## src/hdl/pcsp_pkg.sv

```systemverilog
// Package for the pin command stream parser: item and result types,
// character codes, result kinds and limits. No dependencies.
`timescale 1ns / 1ps

package pcsp_pkg;

   // Input opcodes
   localparam logic OP_BYTE = 1'b0;
   localparam logic OP_TICK = 1'b1;

   // Result kinds
   localparam logic [1:0] KIND_DIGITAL = 2'd0;
   localparam logic [1:0] KIND_ANALOG  = 2'd1;
   localparam logic [1:0] KIND_VIRTUAL = 2'd2;
   localparam logic [1:0] KIND_TIMEOUT = 2'd3;

   // Characters of the command grammar
   localparam logic [7:0] CHAR_D     = 8'h44;
   localparam logic [7:0] CHAR_A     = 8'h41;
   localparam logic [7:0] CHAR_V     = 8'h56;
   localparam logic [7:0] CHAR_HASH  = 8'h23;
   localparam logic [7:0] CHAR_STAR  = 8'h2A;
   localparam logic [7:0] CHAR_MINUS = 8'h2D;
   localparam logic [7:0] CHAR_ZERO  = 8'h30;
   localparam logic [7:0] CHAR_NINE  = 8'h39;

   // Saturation limits
   localparam logic [7:0]  ADDR_MAX   = 8'd255;
   localparam logic [15:0] MAG_MAX    = 16'd32768;
   localparam logic [15:0] VALUE_MAX  = 16'd32767;
   localparam logic [15:0] ANALOG_MAX = 16'd255;

   // Configuration register map
   localparam int unsigned CSR_ADDR_WIDTH = 3;
   localparam logic        CSR_IDX_TIMEOUT = 1'b0;
   localparam logic [15:0] TIMEOUT_RESET   = 16'd3000;

   typedef struct packed {
      logic       opcode;
      logic [7:0] rx_byte;
   } pcsp_item_type;

   typedef struct packed {
      logic        valid;
      logic [1:0]  result_kind;
      logic [7:0]  pin_number;
      logic [15:0] pin_data;
   } pcsp_result_type;

endpackage

```

## src/hdl/pcsp_csr.sv

```systemverilog
// APB-style configuration register of the pin command stream parser.
// Holds the timeout limit; depends on pcsp_pkg.
`timescale 1ns / 1ps

module pcsp_csr (
   input  logic                               clock,
   input  logic                               reset,
   input  logic                               csr_psel,
   input  logic                               csr_penable,
   input  logic                               csr_pwrite,
   input  logic [pcsp_pkg::CSR_ADDR_WIDTH-1:0] csr_paddr,
   input  logic [31:0]                        csr_pwdata,
   output logic [31:0]                        csr_prdata,
   output logic                               csr_pready,
   output logic [15:0]                        timeout_ticks
);

   logic [15:0] timeout_ff;
   logic [15:0] timeout_in;
   logic        reg_index;

   assign reg_index  = csr_paddr[2];
   assign csr_pready = 1'b1;

   // Decode the write access cycle
   always_comb begin
      timeout_in = timeout_ff;
      if (csr_psel && csr_penable && csr_pwrite && csr_pready &&
          (reg_index == pcsp_pkg::CSR_IDX_TIMEOUT)) begin
         timeout_in = csr_pwdata[15:0];
      end
   end

   always_ff @(posedge clock) begin
      if (reset) begin
         timeout_ff <= pcsp_pkg::TIMEOUT_RESET;
      end else begin
         timeout_ff <= timeout_in;
      end
   end

   // Return the register value on reads
   always_comb begin
      csr_prdata = 32'd0;
      if (reg_index == pcsp_pkg::CSR_IDX_TIMEOUT) begin
         csr_prdata = {16'd0, timeout_ff};
      end
   end

   assign timeout_ticks = timeout_ff;

endmodule

```

## src/hdl/pcsp_parser.sv

```systemverilog
// Parser state and next-state logic for the pin command grammar.
// Takes one registered item per advance; depends on pcsp_pkg.
`timescale 1ns / 1ps

module pcsp_parser (
   input  logic                      clock,
   input  logic                      reset,
   input  logic                      advance,
   input  pcsp_pkg::pcsp_item_type   item,
   input  logic [15:0]               timeout_ticks,
   output pcsp_pkg::pcsp_result_type result
);

   typedef enum logic [1:0] {
      PH_IDLE,
      PH_ADDR,
      PH_VALUE
   } phase_type;

   phase_type   phase_ff,   phase_in;
   logic [1:0]  kind_ff,    kind_in;
   logic [7:0]  addr_ff,    addr_in;
   logic [15:0] value_ff,   value_in;
   logic        minus_ff,   minus_in;
   logic        digit_ff,   digit_in;
   logic        timer_ff,   timer_in;
   logic [15:0] elapsed_ff, elapsed_in;

   logic        is_digit;
   logic        started;
   logic [3:0]  digit;
   logic [11:0] addr_mul;
   logic [7:0]  addr_sat;
   logic [18:0] value_mul;
   logic [15:0] value_sat;
   logic [15:0] value_pos;
   logic [15:0] value_out;
   logic        is_type;

   // Decode the byte and accumulate one decimal digit
   always_comb begin
      is_digit  = (item.rx_byte >= pcsp_pkg::CHAR_ZERO) &&
                  (item.rx_byte <= pcsp_pkg::CHAR_NINE);
      started   = minus_ff || digit_ff;
      digit     = item.rx_byte[3:0];
      addr_mul  = {1'b0, addr_ff, 3'd0} + {3'd0, addr_ff, 1'b0} + {8'd0, digit};
      addr_sat  = (addr_mul > {4'd0, pcsp_pkg::ADDR_MAX}) ? pcsp_pkg::ADDR_MAX
                                                          : addr_mul[7:0];
      value_mul = {value_ff, 3'd0} + {2'd0, value_ff, 1'b0} + {15'd0, digit};
      value_sat = (value_mul > {3'd0, pcsp_pkg::MAG_MAX}) ? pcsp_pkg::MAG_MAX
                                                          : value_mul[15:0];
      is_type   = (item.rx_byte == pcsp_pkg::CHAR_D) ||
                  (item.rx_byte == pcsp_pkg::CHAR_A) ||
                  (item.rx_byte == pcsp_pkg::CHAR_V);
   end

   // Form the signed value: negate, saturate, clamp analog
   always_comb begin
      value_pos = (value_ff > pcsp_pkg::VALUE_MAX) ? pcsp_pkg::VALUE_MAX : value_ff;
      if (minus_ff) begin
         value_out = 16'd0 - value_ff;
      end else if ((kind_ff == pcsp_pkg::KIND_ANALOG) &&
                   (value_pos > pcsp_pkg::ANALOG_MAX)) begin
         value_out = pcsp_pkg::ANALOG_MAX;
      end else begin
         value_out = value_pos;
      end
   end

   // Advance the parser by one transaction
   always_comb begin
      phase_in   = phase_ff;
      kind_in    = kind_ff;
      addr_in    = addr_ff;
      value_in   = value_ff;
      minus_in   = minus_ff;
      digit_in   = digit_ff;
      timer_in   = timer_ff;
      elapsed_in = elapsed_ff;
      result     = '0;
      if (advance) begin
         if (item.opcode == pcsp_pkg::OP_TICK) begin
            if (timer_ff) begin
               if (elapsed_ff >= timeout_ticks) begin
                  phase_in           = PH_IDLE;
                  timer_in           = 1'b0;
                  elapsed_in         = 16'd0;
                  minus_in           = 1'b0;
                  digit_in           = 1'b0;
                  result.valid       = 1'b1;
                  result.result_kind = pcsp_pkg::KIND_TIMEOUT;
               end else begin
                  elapsed_in = elapsed_ff + 16'd1;
               end
            end
         end else begin
            case (phase_ff)
               PH_ADDR: begin
                  if (is_digit) begin
                     addr_in  = addr_sat;
                     digit_in = 1'b1;
                  end else if (!started) begin
                     if (item.rx_byte == pcsp_pkg::CHAR_MINUS) begin
                        minus_in = 1'b1;
                     end
                  end else begin
                     // Number ended: a negative address reads as zero
                     if (minus_ff) begin
                        addr_in = 8'd0;
                     end
                     minus_in = 1'b0;
                     digit_in = 1'b0;
                     if (item.rx_byte == pcsp_pkg::CHAR_HASH) begin
                        phase_in = PH_VALUE;
                        value_in = 16'd0;
                     end else begin
                        phase_in   = PH_IDLE;
                        timer_in   = 1'b0;
                        elapsed_in = 16'd0;
                     end
                  end
               end
               PH_VALUE: begin
                  if (is_digit) begin
                     value_in = value_sat;
                     digit_in = 1'b1;
                  end else if (!started) begin
                     if (item.rx_byte == pcsp_pkg::CHAR_MINUS) begin
                        minus_in = 1'b1;
                     end
                  end else begin
                     phase_in   = PH_IDLE;
                     timer_in   = 1'b0;
                     elapsed_in = 16'd0;
                     minus_in   = 1'b0;
                     digit_in   = 1'b0;
                     if (item.rx_byte == pcsp_pkg::CHAR_STAR) begin
                        result.valid       = 1'b1;
                        result.result_kind = kind_ff;
                        result.pin_number  = addr_ff;
                        result.pin_data    = value_out;
                     end
                  end
               end
               default: begin
                  phase_in = PH_IDLE;
                  if (is_type) begin
                     if (item.rx_byte == pcsp_pkg::CHAR_D) begin
                        kind_in = pcsp_pkg::KIND_DIGITAL;
                     end else if (item.rx_byte == pcsp_pkg::CHAR_A) begin
                        kind_in = pcsp_pkg::KIND_ANALOG;
                     end else begin
                        kind_in = pcsp_pkg::KIND_VIRTUAL;
                     end
                     phase_in   = PH_ADDR;
                     addr_in    = 8'd0;
                     value_in   = 16'd0;
                     minus_in   = 1'b0;
                     digit_in   = 1'b0;
                     timer_in   = 1'b1;
                     elapsed_in = 16'd0;
                  end
               end
            endcase
         end
      end
   end

   // Hold parser state
   always_ff @(posedge clock) begin
      if (reset) begin
         phase_ff   <= PH_IDLE;
         kind_ff    <= pcsp_pkg::KIND_DIGITAL;
         addr_ff    <= 8'd0;
         value_ff   <= 16'd0;
         minus_ff   <= 1'b0;
         digit_ff   <= 1'b0;
         timer_ff   <= 1'b0;
         elapsed_ff <= 16'd0;
      end else begin
         phase_ff   <= phase_in;
         kind_ff    <= kind_in;
         addr_ff    <= addr_in;
         value_ff   <= value_in;
         minus_ff   <= minus_in;
         digit_ff   <= digit_in;
         timer_ff   <= timer_in;
         elapsed_ff <= elapsed_in;
      end
   end

endmodule

```

## src/hdl/pin_command_stream_parser_unit.sv

```systemverilog
// Top level of the pin command stream parser: input register, parser,
// result register and configuration port. Depends on pcsp_pkg, pcsp_csr, pcsp_parser.
`timescale 1ns / 1ps

// Pin command stream parser. Feed received bytes (opcode 0) and millisecond
// ticks (opcode 1) on the req_ channel; each completed <type><address>#<value>*
// command, or an expired timeout, comes out as one rsp_ transaction. The
// block takes one transaction per cycle while no result stalls on rsp_. A
// transaction is held in the input register, and the parser's state update
// writes the result register from it, which drives rsp_. A result held by
// rsp_ready low stalls the parser, and once the input register is also full
// req_ready drops. The timeout limit sits at byte address 0 of the csr_ port
// and should be written only while the block is idle.
module pin_command_stream_parser_unit (
   input  logic                               clock,
   input  logic                               reset,
   input  logic                               req_valid,
   output logic                               req_ready,
   input  logic                               req_opcode,
   input  logic [7:0]                         req_rx_byte,
   output logic                               rsp_valid,
   input  logic                               rsp_ready,
   output logic [1:0]                         rsp_result_kind,
   output logic [7:0]                         rsp_pin_number,
   output logic signed [15:0]                 rsp_pin_data,
   input  logic                               csr_psel,
   input  logic                               csr_penable,
   input  logic                               csr_pwrite,
   input  logic [pcsp_pkg::CSR_ADDR_WIDTH-1:0] csr_paddr,
   input  logic [31:0]                        csr_pwdata,
   output logic [31:0]                        csr_prdata,
   output logic                               csr_pready
);

   logic                      in_valid_ff, in_valid_in;
   pcsp_pkg::pcsp_item_type   in_item_ff;
   logic                      out_valid_ff, out_valid_in;
   logic [1:0]                out_kind_ff;
   logic [7:0]                out_addr_ff;
   logic [15:0]               out_value_ff;
   logic                      advance;
   logic [15:0]               timeout_ticks;
   pcsp_pkg::pcsp_result_type result;

   pcsp_csr u_csr (
      .clock         (clock),
      .reset         (reset),
      .csr_psel      (csr_psel),
      .csr_penable   (csr_penable),
      .csr_pwrite    (csr_pwrite),
      .csr_paddr     (csr_paddr),
      .csr_pwdata    (csr_pwdata),
      .csr_prdata    (csr_prdata),
      .csr_pready    (csr_pready),
      .timeout_ticks (timeout_ticks)
   );

   // Advance when the result register is free or draining
   assign advance   = in_valid_ff && (!out_valid_ff || rsp_ready);
   assign req_ready = !in_valid_ff || advance;

   pcsp_parser u_parser (
      .clock         (clock),
      .reset         (reset),
      .advance       (advance),
      .item          (in_item_ff),
      .timeout_ticks (timeout_ticks),
      .result        (result)
   );

   always_comb begin
      in_valid_in = in_valid_ff;
      if (req_valid && req_ready) begin
         in_valid_in = 1'b1;
      end else if (advance) begin
         in_valid_in = 1'b0;
      end
      out_valid_in = out_valid_ff;
      if (advance) begin
         out_valid_in = result.valid;
      end else if (rsp_ready) begin
         out_valid_in = 1'b0;
      end
   end

   // Hold valid flags
   always_ff @(posedge clock) begin
      if (reset) begin
         in_valid_ff  <= 1'b0;
         out_valid_ff <= 1'b0;
      end else begin
         in_valid_ff  <= in_valid_in;
         out_valid_ff <= out_valid_in;
      end
   end

   // Capture input and result payloads
   always_ff @(posedge clock) begin
      if (req_valid && req_ready) begin
         in_item_ff.opcode  <= req_opcode;
         in_item_ff.rx_byte <= req_rx_byte;
      end
      if (advance && result.valid) begin
         out_kind_ff  <= result.result_kind;
         out_addr_ff  <= result.pin_number;
         out_value_ff <= result.pin_data;
      end
   end

   assign rsp_valid       = out_valid_ff;
   assign rsp_result_kind = out_kind_ff;
   assign rsp_pin_number  = out_addr_ff;
   assign rsp_pin_data    = $signed(out_value_ff);

endmodule

```

## config.mk

```make
export PLATFORM = sky130hd
export DESIGN_NAME = pin_command_stream_parser_unit
export DESIGN_NICKNAME = d
export VERILOG_FILES = /design/src/hdl/pcsp_pkg.sv /design/src/hdl/pcsp_csr.sv /design/src/hdl/pcsp_parser.sv /design/src/hdl/pin_command_stream_parser_unit.sv
export SDC_FILE = /design/constraint.sdc
export NUM_CORES = 1
export LEC_CHECK = 0
export BUFFER_PORTS_ARGS = -buffer_cell sky130_fd_sc_hd__buf_2
export CAP_MARGIN = 20
export CORE_ASPECT_RATIO = 0.9
export CORE_MARGIN = 4
export CORE_UTILIZATION = 45
export CTS_BUF_LIST = sky130_fd_sc_hd__clkbuf_2 sky130_fd_sc_hd__clkbuf_4 sky130_fd_sc_hd__clkbuf_8
export DETAILED_ROUTE_END_ITERATION = 16
export MAX_ROUTING_LAYER = met4
export PLACE_DENSITY_LB_ADDON = 0.15
export SLEW_MARGIN = 40
export SYNTH_ARGS = -nofsm -noshare
export SYNTH_HDL_FRONTEND = slang
export SYNTH_SLANG_ARGS = --single-unit
export TNS_END_PERCENT = 10
```

## constraint.sdc

```tcl
create_clock -name clock -period 5.66 [get_ports clock]
set_input_delay 0.566 -clock clock [delete_from_list [all_inputs] [get_ports clock]]
set_output_delay 0.566 -clock clock [all_outputs]
set_load 0.1 [all_outputs]
```

==> flow_metrics.py <==
metrics = {
    "clocking": {
        "cts_hold_buf": 0,
        "postCtsSetupBuffers": 0,
        "h-tree-depth": 3,
        "cts_resized": 0,
        "clk_pin_slew_ns": 0.10,
        "cts-buffers-inserted": 9,
        "cts_buffer_depth": 2,
        "cts_sinks": 100,
        "cts_tree": "yes",
        "root_buffer": "clkbuf_8",
        "clock_latency_ns": 0.38,
    },
    "yosys": {
        "synth-edff-count": 35,
        "syn_inst": 767,
        "syn_area_um2": 6680,
        "synthAdderAreaFrac": 0.136,
        "yosysTopAreaCell": "dfxtp_1",
        "synth.area.top_cells": "dfxtp_1 (19%), edfxtp_1 (16%), ha_1 (12%)",
        "synth_cell_types": 74,
        "ys_seq_area_frac": 0.352,
        "ys_warn_count": 0,
        "avgSynthCellArea_um2": 8.71,
        "synth-xor-area-share": 0.0538,
        "synth_top_family_by_area": "simple AND/OR/NAND/NOR gates",
        "synth_compound_area_frac": 0.168,
        "synth_mux_area_frac": 0.00899,
        "async_reset_ff_frac": 0,
        "ys_ff_latch": 100,
        "yosys_most_used_dff": "dfxtp_1",
        "yosys.area_share.simple": 0.220,
        "netlist.area_leader.share": 0.195,
    },
    "power": {
        "p_comb_frac": 0.105,
        "power.net_switching_uw": 387,
        "p_sw_frac": 0.257,
        "seqPwrFrac": 0.505,
        "intPower_mw": 1.12,
        "p_clk_frac": 0.390,
        "p_per_area_nw_per_um2": 203,
        "p_leak_nw": 3.12,
        "worst_ir_drop_vdd_mv": 0.126,
    },
    "setup_path": {
        "required_ns": 5.96,
        "cpMaxStageDelayCell": "or4b_2",
        "startpoint_type": "register",
        "worstPathMaxFanout": 11,
        "arrival_ns": 4.26,
        "path_class": "register to register",
        "cpPeakStageDelay_ns": 0.66,
        "cp-end-kind": "register",
        "cp_cell_sequence": "inv_1, fa_1, fa_1, nand2b_1, a21oi_1, o31ai_1, or4b_2, o211ai_1, a41oi_2, o31ai_1",
    },
    "grt": {
        "grt_use_total": 0.197,
        "grt_pass1_wl_um": 25900,
        "antenna_found_initial": 0,
        "grt_max_degree": 29,
        "overflow": 0,
        "grt_pass1_vias": 5276,
    },
    "floorplanning": {
        "die_h_um": 124,
        "die_area_um2": 16900,
        "die_w_um": 136,
        "start_util": 0.468,
        "core_area_um2": 14300,
        "io_pins": 112,
        "num_rows": 41,
    },
    "timing": {
        "setup_tns_ns": 0,
        "rsz0062_at_grt": "no",
        "fin_worst_skew_ns": 0.0159,
        "setup_viol_count_final": 0,
        "slew_viol_final": 0,
        "timing.slew.headroom": 0.464,
        "fmax_ghz": 0.252,
        "worstMarginPinSlew_ns": 0.802,
        "post-route-min-period_ns": 3.97,
        "hold_viol": 0,
        "fin_crit_sh": 0.701,
    },
    "outcome": {
        "outcome": "complete, no violations",
    },
    "place": {
        "place_hpwl_um": 12200,
        "gp_congestion": 0.900,
        "portBuffers": 76,
        "placed_area_um2": 7150,
    },
    "min_path": {
        "hold_class": "primary input to register",
    },
    "finish": {
        "fin_nets": 950,
        "area.growth.synth_to_final_pct": 11.1,
        "antenna_cells": 0,
        "final_cell_mix": "nand2_1 (88), nor2_1 (77), buf_2 (76), ha_1 (66), dfxtp_1 (64)",
        "drive_gt1_frac": 0.141,
        "final_area_um2": 7420,
        "final_common_cell": "nand2_1",
    },
    "route": {
        "ant_nets": 0,
        "vias_per_cell": 5.52,
        "drt_wl_total_um": 15900,
        "drc_errors": 0,
        "wl_per_cell_um": 15.5,
        "dr_total_vias": 5665,
        "drt_pre_antenna_iters": 6,
        "dr.first_iter.drc_count": 358,
    },
    "flow_run": {
        "drv_cap": 0,
    },
}
## critical path, delay by kind of cell (launching register included)
kind | cells | cell delay, ns
simple gates | 2 | 0.84
buf+inv | 1 | 0.23
compound gates | 5 | 1.41
fa+ha+maj | 2 | 0.93
flops | 1 | 0.46
## through the flow
step / cells / power, mW / setup WS [ns] / hold slack [ns] / utilization
after floorplan: 782 / 0.910 / 2.28 / 0.436 / -
after global placement: 1011 / 0.932 / 1.51 / 0.444 / 0.501
after detailed placement: 1011 / 0.935 / 1.71 / 0.450 / 0.502
after CTS: 1027 / 1.52 / 1.68 / 0.333 / 0.520
after global routing: 1027 / 1.56 / 1.36 / 0.331 / 0.520
final: 1027 / 1.50 / 1.69 / 0.363 / 0.520
## state kept, by name, summed over array words and instances, names as in the netlist
signal	count
u_parser.addr_ff	8
u_parser.phase_ff	2
rsp_pin_number	8
rsp_result_kind	2
u_csr.timeout_ticks	16
u_parser.minus_ff	1
in_valid_ff	1
u_parser.elapsed_ff	16
u_parser.kind_ff	2
u_parser.digit_ff	1
rsp_valid	1
u_parser.timer_ff	1
u_parser.value_ff	16
in_item_ff	9
rsp_pin_data	16
## layer usage
metal | global-route usage | wire, um | up-vias
li1 | - | - | 2846
met1 | 0.268 | 7730 | 2641
met2 | 0.303 | 7000 | 159
met3 | 0.0436 | 949 | 19
met4 | 0.0466 | 259 | 0
met5 | - | 0 | -
## cell families (layout without fill, tap and decap cells)
| group | Yosys count | after routing |
|---|---|---|
| and+or+nand+nor | 296 | 296 |
| AOI/OAI and AO/OA | 168 | 168 |
| DFF | 100 | 100 |
| buffers and inverters | 84 | 136 |
| adders and majority gates | 70 | 70 |
| xor gates and xnor gates | 41 | 41 |
| muxes | 6 | 6 |
| other | 2 | 17 |
## area by class of cell
| class | instances | area (um^2) |
|---|---|---|
| clock inverters | 7 | 138 |
| clock buffers | 9 | 124 |
| fillers | 1342 | 6840 |
| flip-flops and latches | 100 | 2350 |
| inverters | 38 | 143 |
| well taps | 193 | 241 |
| repair buffers | 82 | 425 |
| multi-input cells | 598 | 3990 |
## path summary, 6_finish.rpt
kind | from | slack [ns] | depth (start not counted) | endpoint
worst max register to register | in_item_ff[3] | 1.69 | 10 | u_parser.value_ff[10]
worst min register to register | u_csr.timeout_ticks[10] | 0.46 | 2 | u_csr.timeout_ticks[10]
worst max-delay path | in_item_ff[3] | 1.69 | 10 | u_parser.value_ff[10]
worst min-delay path | req_rx_byte[6] | 0.36 | 1 | in_item_ff[6]
## synth_stat cells (5+ instances only)
cell type	number
nand2_1	88
nor2_1	77
ha_1	66
dfxtp_1	65
a21oi_1	52
inv_1	37
edfxtp_1	35
o21ai_0	29
xnor2_1	29
nor3_1	25
clkbuf_1	21
buf_4	19
nand4_1	14
o31ai_1	13
nand3_1	12
o211ai_1	12
xor2_1	12
and2_1	11
a22o_1	8
and3_1	8
nand2b_1	8
a211oi_1	7
a21o_1	7
nor2b_1	7
or2_2	7
mux2i_1	6
nor4_1	6
o21a_1	6
or3_1	5
## power by group through the flow
stage | registers, mW | clock network, mW | logic, mW
floorplan | 0.771 | 0 | 0.139
global placement | 0.776 | 0 | 0.156
detailed placement | 0.776 | 0 | 0.158
CTS | 0.760 | 0.607 | 0.159
global route | 0.761 | 0.633 | 0.169
finish | 0.759 | 0.586 | 0.158
(Power assumes the default switching activity.)
